===== config.mk =====
export PLATFORM = sky130hd
export DESIGN_NAME = cobs_crc_frame_receiver_core_flat
export DESIGN_NICKNAME = d
export VERILOG_FILES = /design/src/rtl/core/ccfr_pkg.sv /design/src/rtl/core/ccfr_channels.sv /design/src/rtl/core/cobs_crc_frame_receiver_core.sv /design/src/flat_wrapper.sv
export VERILOG_INCLUDE_DIRS = /design/src /design/src/rtl/core
export SDC_FILE = /design/constraint.sdc
export NUM_CORES = 1
export LEC_CHECK = 0
export BUFFER_PORTS_ARGS = -buffer_cell sky130_fd_sc_hd__buf_2
export CAP_MARGIN = 5
export CORE_MARGIN = 2
export CORE_UTILIZATION = 45
export DETAILED_ROUTE_END_ITERATION = 8
export GPL_TIMING_DRIVEN = 0
export PLACE_DENSITY = 0.73
export SLEW_MARGIN = 20
export SYNTH_ARGS = -nofsm -noshare
export SYNTH_HDL_FRONTEND = slang
export SYNTH_SLANG_ARGS = --single-unit

===== constraint.sdc =====
create_clock -name clock -period 10.4 [get_ports clock]
set_clock_uncertainty 0.1 [all_clocks]
set_input_delay 2.08 -clock clock [delete_from_list [all_inputs] [get_ports clock]]
set_output_delay 2.08 -clock clock [all_outputs]
set_load 0.1 [all_outputs]

===== src/rtl/core/cobs_crc_frame_receiver_core_macros.svh =====
// ----------------------------------------------------------------------------
// COBS CRC frame receiver assertion macros
// Assertion helpers that expand to nothing when SYNTHESIS is defined.
// ----------------------------------------------------------------------------
`ifndef COBS_CRC_FRAME_RECEIVER_CORE_MACROS_SVH
`define COBS_CRC_FRAME_RECEIVER_CORE_MACROS_SVH

`ifndef SYNTHESIS
`define CCFR_ASSERT_SAME(label, clk, rst, ante, cons) \
   label: assert property (@(posedge clk) disable iff (rst) (ante) |-> (cons)) \
      else $error("ccfr assertion failed");
`define CCFR_ASSERT_NEXT(label, clk, rst, ante, cons) \
   label: assert property (@(posedge clk) disable iff (rst) (ante) |=> (cons)) \
      else $error("ccfr assertion failed");
`else
`define CCFR_ASSERT_SAME(label, clk, rst, ante, cons)
`define CCFR_ASSERT_NEXT(label, clk, rst, ante, cons)
`endif

`endif


===== src/rtl/core/ccfr_pkg.sv =====
// ----------------------------------------------------------------------------
// COBS CRC frame receiver package
// Shared constants, types and the CRC-16-CCITT byte update.
// ----------------------------------------------------------------------------
`default_nettype none

package ccfr_pkg;

   localparam int unsigned MAX_FRAME    = 4096;
   localparam int unsigned HEADER_BYTES = 16;
   localparam int unsigned COUNT_W      = $clog2(MAX_FRAME + 1);
   localparam int unsigned HDR_IDX_W    = $clog2(HEADER_BYTES);

   localparam logic [31:0] MAGIC_RESET   = 32'h544C_4D31;
   localparam logic [7:0]  VERSION_RESET = 8'h01;
   localparam logic [15:0] CRC_INIT      = 16'hFFFF;
   localparam logic [15:0] CRC_POLY      = 16'h1021;
   localparam logic [7:0]  CODE_FULL     = 8'hFF;
   localparam logic [7:0]  TYPE_DATA     = 8'd1;
   localparam logic [7:0]  TYPE_DEFINE   = 8'd2;

   localparam int unsigned CSR_ADDR_W = 3;

   typedef enum logic [CSR_ADDR_W-1:0] {
      CSR_MAGIC   = 3'd0,
      CSR_VERSION = 3'd4
   } csr_addr_type;

   typedef enum logic [2:0] {
      FRAME_OK      = 3'd0,
      FRAME_OVERRUN = 3'd1,
      FRAME_SHORT   = 3'd2,
      FRAME_CRC     = 3'd3,
      FRAME_HEADER  = 3'd4,
      FRAME_LENGTH  = 3'd5
   } frame_status_type;

   typedef enum logic {
      KIND_BYTE    = 1'b0,
      KIND_VERDICT = 1'b1
   } result_kind_type;

   function automatic logic [15:0] crc_feed(input logic [15:0] crc_in, input logic [7:0] data);
      logic [15:0] crc;
      crc = crc_in ^ {data, 8'h00};
      for (int k = 0; k < 8; k++) begin
         if (crc[15]) begin
            crc = {crc[14:0], 1'b0} ^ CRC_POLY;
         end else begin
            crc = {crc[14:0], 1'b0};
         end
      end
      return crc;
   endfunction

endpackage

`default_nettype wire


===== src/rtl/core/ccfr_channels.sv =====
// ----------------------------------------------------------------------------
// COBS CRC frame receiver channels
// Valid/ready interfaces for the raw byte input and the result output.
// ----------------------------------------------------------------------------
`default_nettype none

interface ccfr_req_if;
   logic       valid;
   logic       ready;
   logic [7:0] rx_byte;

   modport source (output valid, output rx_byte, input ready);
   modport sink (input valid, input rx_byte, output ready);
endinterface

interface ccfr_rsp_if;
   logic        valid;
   logic        ready;
   logic        result_kind;
   logic [7:0]  data_byte;
   logic [11:0] byte_index;
   logic [2:0]  frame_status;
   logic [7:0]  message_type;
   logic [15:0] payload_length;
   logic [31:0] sequence_number;
   logic [31:0] sender_time;
   logic [31:0] good_total;
   logic [31:0] bad_total;

   modport source (output valid, output result_kind, output data_byte, output byte_index,
                   output frame_status, output message_type, output payload_length,
                   output sequence_number, output sender_time, output good_total,
                   output bad_total, input ready);
   modport sink (input valid, input result_kind, input data_byte, input byte_index,
                 input frame_status, input message_type, input payload_length,
                 input sequence_number, input sender_time, input good_total,
                 input bad_total, output ready);
endinterface

`default_nettype wire


===== src/rtl/core/cobs_crc_frame_receiver_core.sv =====
// ----------------------------------------------------------------------------
// COBS CRC frame receiver core
// Decodes a COBS byte stream, checks CRC and header, and reports each frame.
// ----------------------------------------------------------------------------
// The block takes one raw link word per cycle while its input is ready and
// delivers any decoded byte or frame verdict from its result register in the
// next cycle. The input is ready whenever that register is empty or being
// taken in the same cycle, so an unstalled stream runs at one word per cycle
// with no gaps; the CRC update and the verdict compare sit in that single stage.
`default_nettype none

`include "cobs_crc_frame_receiver_core_macros.svh"

module cobs_crc_frame_receiver_core
   import ccfr_pkg::*;
(
   input  wire logic                  clock,
   input  wire logic                  reset,
   ccfr_req_if.sink                   req_if,
   ccfr_rsp_if.source                 rsp_if,
   input  wire logic                  psel,
   input  wire logic                  penable,
   input  wire logic                  pwrite,
   input  wire logic [CSR_ADDR_W-1:0] paddr,
   input  wire logic [31:0]           pwdata,
   output logic [31:0]                prdata,
   output logic                       pready
);

   logic [31:0]        magic_ff;
   logic [7:0]         version_ff;
   logic               csr_write;

   logic [COUNT_W-1:0] raw_count_ff, raw_count_in;
   logic [7:0]         block_left_ff, block_left_in;
   logic               zero_pending_ff, zero_pending_in;
   logic [COUNT_W-1:0] decoded_count_ff, decoded_count_in;
   logic [15:0]        crc_ff, crc_in;
   logic [15:0]        tail_ff, tail_in;
   logic [7:0]         header_ff [HEADER_BYTES];
   logic [7:0]         header_in [HEADER_BYTES];
   logic [31:0]        good_ff, good_in;
   logic [31:0]        bad_ff, bad_in;

   logic               rsp_valid_ff, rsp_valid_in;
   logic               kind_ff, kind_in;
   logic [7:0]         data_ff, data_in;
   logic [11:0]        index_ff, index_in;
   logic [2:0]         status_ff, status_in;
   logic [7:0]         type_ff, type_in;
   logic [15:0]        plen_ff, plen_in;
   logic [31:0]        seq_ff, seq_in;
   logic [31:0]        time_ff, time_in;

   logic               accept;
   logic               emit;
   logic [7:0]         emit_value;
   logic               frame_clear;
   frame_status_type   status;
   logic [15:0]        hdr_plen;
   logic [7:0]         hdr_type;
   logic [31:0]        hdr_magic;
   logic [17:0]        expected_count;

   assign pready    = 1'b1;
   assign csr_write = psel && penable && pwrite;
   assign prdata    = paddr[2] ? {24'd0, version_ff} : magic_ff;

   assign req_if.ready = !rsp_valid_ff || rsp_if.ready;
   assign accept       = req_if.valid && req_if.ready;

   assign hdr_magic      = {header_ff[3], header_ff[2], header_ff[1], header_ff[0]};
   assign hdr_type       = header_ff[5];
   assign hdr_plen       = {header_ff[7], header_ff[6]};
   assign expected_count = 18'(HEADER_BYTES) + 18'(hdr_plen) + 18'd2;

   always_comb begin
      if (block_left_ff != 8'd0) begin
         status = FRAME_OVERRUN;
      end else if (decoded_count_ff < COUNT_W'(HEADER_BYTES + 2)) begin
         status = FRAME_SHORT;
      end else if (tail_ff != crc_ff) begin
         status = FRAME_CRC;
      end else if (hdr_magic != magic_ff || header_ff[4] != version_ff ||
                   (hdr_type != TYPE_DATA && hdr_type != TYPE_DEFINE)) begin
         status = FRAME_HEADER;
      end else if (expected_count != 18'(decoded_count_ff)) begin
         status = FRAME_LENGTH;
      end else begin
         status = FRAME_OK;
      end
   end

   always_comb begin
      raw_count_in     = raw_count_ff;
      block_left_in    = block_left_ff;
      zero_pending_in  = zero_pending_ff;
      decoded_count_in = decoded_count_ff;
      crc_in           = crc_ff;
      tail_in          = tail_ff;
      header_in        = header_ff;
      good_in          = good_ff;
      bad_in           = bad_ff;
      rsp_valid_in     = rsp_valid_ff && !rsp_if.ready;
      kind_in          = kind_ff;
      data_in          = data_ff;
      index_in         = index_ff;
      status_in        = status_ff;
      type_in          = type_ff;
      plen_in          = plen_ff;
      seq_in           = seq_ff;
      time_in          = time_ff;
      emit             = 1'b0;
      emit_value       = 8'd0;
      frame_clear      = 1'b0;

      if (accept) begin
         if (req_if.rx_byte == 8'd0) begin
            if (raw_count_ff != '0) begin
               if (status == FRAME_OK) begin
                  good_in = good_ff + 32'd1;
               end else begin
                  bad_in = bad_ff + 32'd1;
               end
               rsp_valid_in = 1'b1;
               kind_in      = KIND_VERDICT;
               data_in      = 8'd0;
               index_in     = 12'd0;
               status_in    = status;
               type_in      = hdr_type;
               plen_in      = hdr_plen;
               seq_in       = {header_ff[11], header_ff[10], header_ff[9], header_ff[8]};
               time_in      = {header_ff[15], header_ff[14], header_ff[13], header_ff[12]};
               frame_clear  = 1'b1;
            end
         end else if (raw_count_ff >= COUNT_W'(MAX_FRAME)) begin
            frame_clear = 1'b1;
         end else begin
            raw_count_in = raw_count_ff + COUNT_W'(1);
            if (block_left_ff == 8'd0) begin
               block_left_in   = req_if.rx_byte - 8'd1;
               zero_pending_in = req_if.rx_byte != CODE_FULL;
               emit            = zero_pending_ff;
               emit_value      = 8'd0;
            end else begin
               block_left_in = block_left_ff - 8'd1;
               emit          = 1'b1;
               emit_value    = req_if.rx_byte;
            end
         end
      end

      if (emit) begin
         for (int i = 0; i < HEADER_BYTES; i++) begin
            if (decoded_count_ff < COUNT_W'(HEADER_BYTES) &&
                decoded_count_ff[HDR_IDX_W-1:0] == HDR_IDX_W'(i)) begin
               header_in[i] = emit_value;
            end
         end
         if (decoded_count_ff >= COUNT_W'(2)) begin
            crc_in = crc_feed(crc_ff, tail_ff[7:0]);
         end
         tail_in          = {emit_value, tail_ff[15:8]};
         decoded_count_in = decoded_count_ff + COUNT_W'(1);
         rsp_valid_in     = 1'b1;
         kind_in          = KIND_BYTE;
         data_in          = emit_value;
         index_in         = decoded_count_ff[11:0];
         status_in        = FRAME_OK;
         type_in          = 8'd0;
         plen_in          = 16'd0;
         seq_in           = 32'd0;
         time_in          = 32'd0;
      end

      if (frame_clear) begin
         raw_count_in     = '0;
         block_left_in    = 8'd0;
         zero_pending_in  = 1'b0;
         decoded_count_in = '0;
         crc_in           = CRC_INIT;
         tail_in          = 16'd0;
         for (int i = 0; i < HEADER_BYTES; i++) begin
            header_in[i] = 8'd0;
         end
      end
   end

   always_ff @(posedge clock) begin
      if (reset) begin
         magic_ff         <= MAGIC_RESET;
         version_ff       <= VERSION_RESET;
         raw_count_ff     <= '0;
         block_left_ff    <= 8'd0;
         zero_pending_ff  <= 1'b0;
         decoded_count_ff <= '0;
         crc_ff           <= CRC_INIT;
         tail_ff          <= 16'd0;
         good_ff          <= 32'd0;
         bad_ff           <= 32'd0;
         rsp_valid_ff     <= 1'b0;
         for (int i = 0; i < HEADER_BYTES; i++) begin
            header_ff[i] <= 8'd0;
         end
      end else begin
         if (csr_write && paddr[2] == CSR_MAGIC[2]) begin
            magic_ff <= pwdata;
         end
         if (csr_write && paddr[2] == CSR_VERSION[2]) begin
            version_ff <= pwdata[7:0];
         end
         raw_count_ff     <= raw_count_in;
         block_left_ff    <= block_left_in;
         zero_pending_ff  <= zero_pending_in;
         decoded_count_ff <= decoded_count_in;
         crc_ff           <= crc_in;
         tail_ff          <= tail_in;
         good_ff          <= good_in;
         bad_ff           <= bad_in;
         rsp_valid_ff     <= rsp_valid_in;
         header_ff        <= header_in;
      end
   end

   always_ff @(posedge clock) begin
      kind_ff   <= kind_in;
      data_ff   <= data_in;
      index_ff  <= index_in;
      status_ff <= status_in;
      type_ff   <= type_in;
      plen_ff   <= plen_in;
      seq_ff    <= seq_in;
      time_ff   <= time_in;
   end

   assign rsp_if.valid           = rsp_valid_ff;
   assign rsp_if.result_kind     = kind_ff;
   assign rsp_if.data_byte       = data_ff;
   assign rsp_if.byte_index      = index_ff;
   assign rsp_if.frame_status    = status_ff;
   assign rsp_if.message_type    = type_ff;
   assign rsp_if.payload_length  = plen_ff;
   assign rsp_if.sequence_number = seq_ff;
   assign rsp_if.sender_time     = time_ff;
   assign rsp_if.good_total      = good_ff;
   assign rsp_if.bad_total       = bad_ff;

   `CCFR_ASSERT_SAME(a_decoded_within_raw, clock, reset, 1'b1, decoded_count_ff <= raw_count_ff)
   `CCFR_ASSERT_SAME(a_raw_within_max, clock, reset, 1'b1, raw_count_ff <= COUNT_W'(MAX_FRAME))
   `CCFR_ASSERT_NEXT(a_verdict_follows_delimiter, clock, reset, accept && req_if.rx_byte == 8'd0 && raw_count_ff != '0, rsp_valid_ff && kind_ff == KIND_VERDICT && good_ff + bad_ff == $past(good_ff) + $past(bad_ff) + 32'd1)
   `CCFR_ASSERT_NEXT(a_oversize_clears_frame, clock, reset, accept && req_if.rx_byte != 8'd0 && raw_count_ff >= COUNT_W'(MAX_FRAME), raw_count_ff == '0 && decoded_count_ff == '0)

endmodule

`default_nettype wire

===== src/flat_wrapper.sv =====
// flat-port wrapper written by rule: the top's interface ports become plain ports
module cobs_crc_frame_receiver_core_flat import ccfr_pkg::*;
  (clock, reset, psel, penable, pwrite, paddr, pwdata, prdata, pready, req_if_valid, req_if_rx_byte, req_if_ready, rsp_if_valid, rsp_if_result_kind, rsp_if_data_byte, rsp_if_byte_index, rsp_if_frame_status, rsp_if_message_type, rsp_if_payload_length, rsp_if_sequence_number, rsp_if_sender_time, rsp_if_good_total, rsp_if_bad_total, rsp_if_ready);
  ccfr_req_if req_if_i ();
  ccfr_rsp_if rsp_if_i ();
  input  wire logic clock;
  input  wire logic reset;
  input  wire logic psel;
  input  wire logic penable;
  input  wire logic pwrite;
  input  wire logic [CSR_ADDR_W-1:0] paddr;
  input  wire logic [31:0] pwdata;
  output logic [31:0] prdata;
  output logic pready;
  input wire logic [$bits(req_if_i.valid)-1:0] req_if_valid;
  input wire logic [$bits(req_if_i.rx_byte)-1:0] req_if_rx_byte;
  output wire logic [$bits(req_if_i.ready)-1:0] req_if_ready;
  output wire logic [$bits(rsp_if_i.valid)-1:0] rsp_if_valid;
  output wire logic [$bits(rsp_if_i.result_kind)-1:0] rsp_if_result_kind;
  output wire logic [$bits(rsp_if_i.data_byte)-1:0] rsp_if_data_byte;
  output wire logic [$bits(rsp_if_i.byte_index)-1:0] rsp_if_byte_index;
  output wire logic [$bits(rsp_if_i.frame_status)-1:0] rsp_if_frame_status;
  output wire logic [$bits(rsp_if_i.message_type)-1:0] rsp_if_message_type;
  output wire logic [$bits(rsp_if_i.payload_length)-1:0] rsp_if_payload_length;
  output wire logic [$bits(rsp_if_i.sequence_number)-1:0] rsp_if_sequence_number;
  output wire logic [$bits(rsp_if_i.sender_time)-1:0] rsp_if_sender_time;
  output wire logic [$bits(rsp_if_i.good_total)-1:0] rsp_if_good_total;
  output wire logic [$bits(rsp_if_i.bad_total)-1:0] rsp_if_bad_total;
  input wire logic [$bits(rsp_if_i.ready)-1:0] rsp_if_ready;
  assign req_if_i.valid = req_if_valid;
  assign req_if_i.rx_byte = req_if_rx_byte;
  assign req_if_ready = req_if_i.ready;
  assign rsp_if_valid = rsp_if_i.valid;
  assign rsp_if_result_kind = rsp_if_i.result_kind;
  assign rsp_if_data_byte = rsp_if_i.data_byte;
  assign rsp_if_byte_index = rsp_if_i.byte_index;
  assign rsp_if_frame_status = rsp_if_i.frame_status;
  assign rsp_if_message_type = rsp_if_i.message_type;
  assign rsp_if_payload_length = rsp_if_i.payload_length;
  assign rsp_if_sequence_number = rsp_if_i.sequence_number;
  assign rsp_if_sender_time = rsp_if_i.sender_time;
  assign rsp_if_good_total = rsp_if_i.good_total;
  assign rsp_if_bad_total = rsp_if_i.bad_total;
  assign rsp_if_i.ready = rsp_if_ready;
  cobs_crc_frame_receiver_core u_core (.clock(clock), .reset(reset), .req_if(req_if_i), .rsp_if(rsp_if_i), .psel(psel), .penable(penable), .pwrite(pwrite), .paddr(paddr), .pwdata(pwdata), .prdata(prdata), .pready(pready));
endmodule

==> results.yml <==
outcome:
  run_status: "finished clean"
critical_path:
  crit_end: "prdata[4]"
  rrSetupSlack_ps: 4920
  start_kind: "input port"
  path_class: "input port to output pin"
  cpPeakStageDelay_ps: 490
  rr_endpoint: "u_core.rsp_if.byte_index[0]$_SDFFCE_PN0P_"
  crit_family: "buffers and inverters"
  cp.depth: 4
  rr_worst_depth: 9
  rr_startpoint: "u_core.raw_count_ff[0]$_SDFFE_PP0P_"
  worstPathRequired_ps: 8220
  worstPathMaxFanout: 10
  cp-startpoint: "paddr[2]"
  arrival_ps: 3570
  endpoint_kind: "output pin"
  path_buf_inv: 3
  critPathSlowestCell: "buf_1"
  crit_chain: "clkbuf_1 -> buf_1 -> mux2_2 -> buf_2"
final_layout:
  most-common-layout-cells: "dfxtp_1, nand2_1, buf_2"
  nNetsFinal: 2505
  syn_to_final_growth_pct: 19.3
  drive_above_1_share_pct: 15.3
  fin_util_pct: 54.2
  diodes: 0
  nFillCells: 3673
  final_common_cell: "dfxtp_1"
die:
  coreArea_um2: 39600
  rows: 73
  start_util_pct: 45.5
  boundaryPins: 261
  die_area_um2: 41700
  die_height_um: 204
  die_width_um: 204
clocking:
  htreeDepth: 2
  clock_path_buffers: 3
  ctsHoldBuffers: 0
  cts_tree: "done"
  clock_latency_ps: 590
  root_buffer: "clkbuf_16"
  post_cts_buffers: 0
  clk_pin_slew_ps: 60
  cts_buffers: 44
  cts_resized: 0
  cts_sinks: 412
pwr:
  total_power_mw: 4.39
  ir_drop_mv: 0.177
  p_leak_nw: 8.17
  p_per_area_nw_per_um2: 204
detailed_routing:
  num_vias: 16400
  drt_iter0_markers: 1204
  dr.pass1.iters: 6
  drt_wl_total_mm: 54.9
  routedWlPerCell_um: 18.3
  ant_nets: 0
  detail_route.vias_per_cell: 5.45
  drc: 0
sta:
  drv_slew: 0
  rsz0062_at_grt: "no"
  slew_headroom_pct: 17.7
  finalCritPeriodShare_pct: 55.3
  whs_ps: 349
  timing.final.crit_period_ps: 5750
  fin_tns_setup_ps: 0
  hold_violations: 0
  tightest_slew_ps: 1220
  fin_ws_ps: 4650
  setup_viol: 0
  timing.fmax_ghz: 0.174
synthesis:
  synth_edf_count: 20
  synthesis.instances: 2140
  yosys.area.top_type: "dfxtp_1"
  synth_nets: 2202
  yosys.area.top_type_share_pct: 43.5
  synth_async_sr_flop_share_pct: 0
  synthFlopType: "dfxtp_1"
  synthTopCellsByArea: "dfxtp_1, nand2_1, a21oi_1"
  syn_area_per_cell_um2: 8.42
  yosysWarnings: 0
  ys_seq_area_share_pct: 46.9
  ys_ff_latch: 412
  synth_cell_types: 74
  syn_area_um2: 18000
global_route:
  grt_usage_pct: 25.7
  grt_pass1_wl_mm: 84.7
  grt_use_met3_pct: 5.31
  grt_max_degree: 21
  grt_pass1_vias: 15700
  grt-ovfl-total: 0
  grt_util_met2_pct: 42.5
  grt-busiest-layer: "met2"
  antenna_found_initial: 0
  use_met1_pct: 33.5
place:
  dp_hpwl_mm: 40.0
  portBuffers: 256
  dp_slack_ps: 4300
  finalWeightedCongestion: 0.946
min_path:
  holdCritPathClass: "flip-flop to flip-flop"
flow_run:
  drv_cap: 0
## worst reg2reg max path, stage by stage, from the launching register on
cell      delay (ps)
dfxtp_1          340
inv_1             70
ha_1             150
or4b_2           590
o311ai_0        1040
or2_2            250
clkbuf_1         510
clkbuf_1         730
clkbuf_1         540
nand2_1          690
## worst min-delay path by stage
stage	from	end	slack, ps	depth (start not counted)
finish	u_core.header_ff[6]$_SDFFE_PP0P_	u_core.rsp_if.sender_time[30]$_SDFFE_PP0P_	350	2
global route	u_core.header_ff[2]$_SDFFE_PP0P_	u_core.rsp_if.sender_time[26]$_SDFFE_PP0P_	380	2
CTS	u_core.header_ff[6]$_SDFFE_PP0P_	u_core.rsp_if.sender_time[30]$_SDFFE_PP0P_	330	2
detailed placement	u_core.rsp_if.sender_time[30]$_SDFFE_PP0P_	u_core.rsp_if.sender_time[30]$_SDFFE_PP0P_	340	2
global placement	u_core.rsp_if.sequence_number[13]$_SDFFE_PP0P_	u_core.rsp_if.sequence_number[13]$_SDFFE_PP0P_	340	2
floorplan	u_core.header_ff[24]$_SDFFE_PP0P_	u_core.rsp_if.sender_time[0]$_SDFFE_PP0P_	330	2
## report_power, final
| part | internal [mW] | leakage, nW | switching [mW] |
|---|---|---|---|
| sequential | 1.69 | 3.36 | 0.0699 |
| clock | 0.978 | 0.744 | 0.676 |
| combinational | 0.212 | 4.07 | 0.762 |
| total | 2.88 | 8.17 | 1.51 |
## cell usage after synthesis, types with 9 or more instances
cell / instances
or4_1: 22
or3_1: 30
nand4_1: 44
nand3_1: 61
nor3_1: 14
dfxtp_1: 392
nand2_1: 371
mux2i_1: 102
o21ai_0: 39
and3_1: 27
nand2b_1: 18
edfxtp_1: 20
or2_2: 9
xnor2_1: 92
inv_1: 35
o211ai_1: 26
nor2b_1: 37
xor2_1: 30
clkbuf_1: 111
a21oi_1: 219
ha_1: 12
nor2_1: 265
buf_2: 10
mux2_2: 16
nor4_1: 21
and2_1: 12
## layout make-up
class / instances / area (um^2) / area share [%]
multi-input cells: 1563 / 8930 / 41.5
clock buffers: 60 / 1250 / 5.83
inverters: 36 / 135 / 0.629
flip-flops and latches: 412 / 8450 / 39.3
plain buffers: 129 / 515 / 2.40
clock inverters: 21 / 267 / 1.24
well taps: 525 / 657 / 3.06
repair buffers: 257 / 1290 / 6.00
## logic make-up (layout without fill, tap and decap cells)
family | after synthesis | after routing | share of synthesized area [%]
other | 1 | 1 | 0.0208
AND/OR/NAND/NOR | 954 | 954 | 24.4
buffers and inverters | 165 | 503 | 3.61
adder cells (fa/ha/maj) | 12 | 12 | 0.833
multiplexers | 123 | 123 | 7.00
flip-flops | 412 | 412 | 46.9
XOR/XNOR | 122 | 122 | 5.93
AO/OA/AOI/OAI | 351 | 351 | 11.3
## per-stage QoR
stage	cell area, um^2	instances
finish	21500	3003
global route	21500	3003
CTS	21500	3003
detailed placement	20000	2922
global placement	20000	2921
floorplan	18000	2140
## metal layers
layer | vias up | share of wire, %
met3 | 99 | 7.3
li1 | 7935 | -
met2 | 567 | 46
met4 | 0 | 2.6
met1 | 7780 | 44
met5 | - | 0
## flip-flops by register name (all words and copies together) (netlist names), 32 cells and up
register / count
u_core.rsp_if.sequence_number: 32
u_core.hdr_magic: 32
u_core.header_ff: 72
u_core.magic_ff: 32
u_core.rsp_if.good_total: 32
u_core.rsp_if.bad_total: 32
u_core.rsp_if.sender_time: 32
Power figures use the tool's default switching activity.
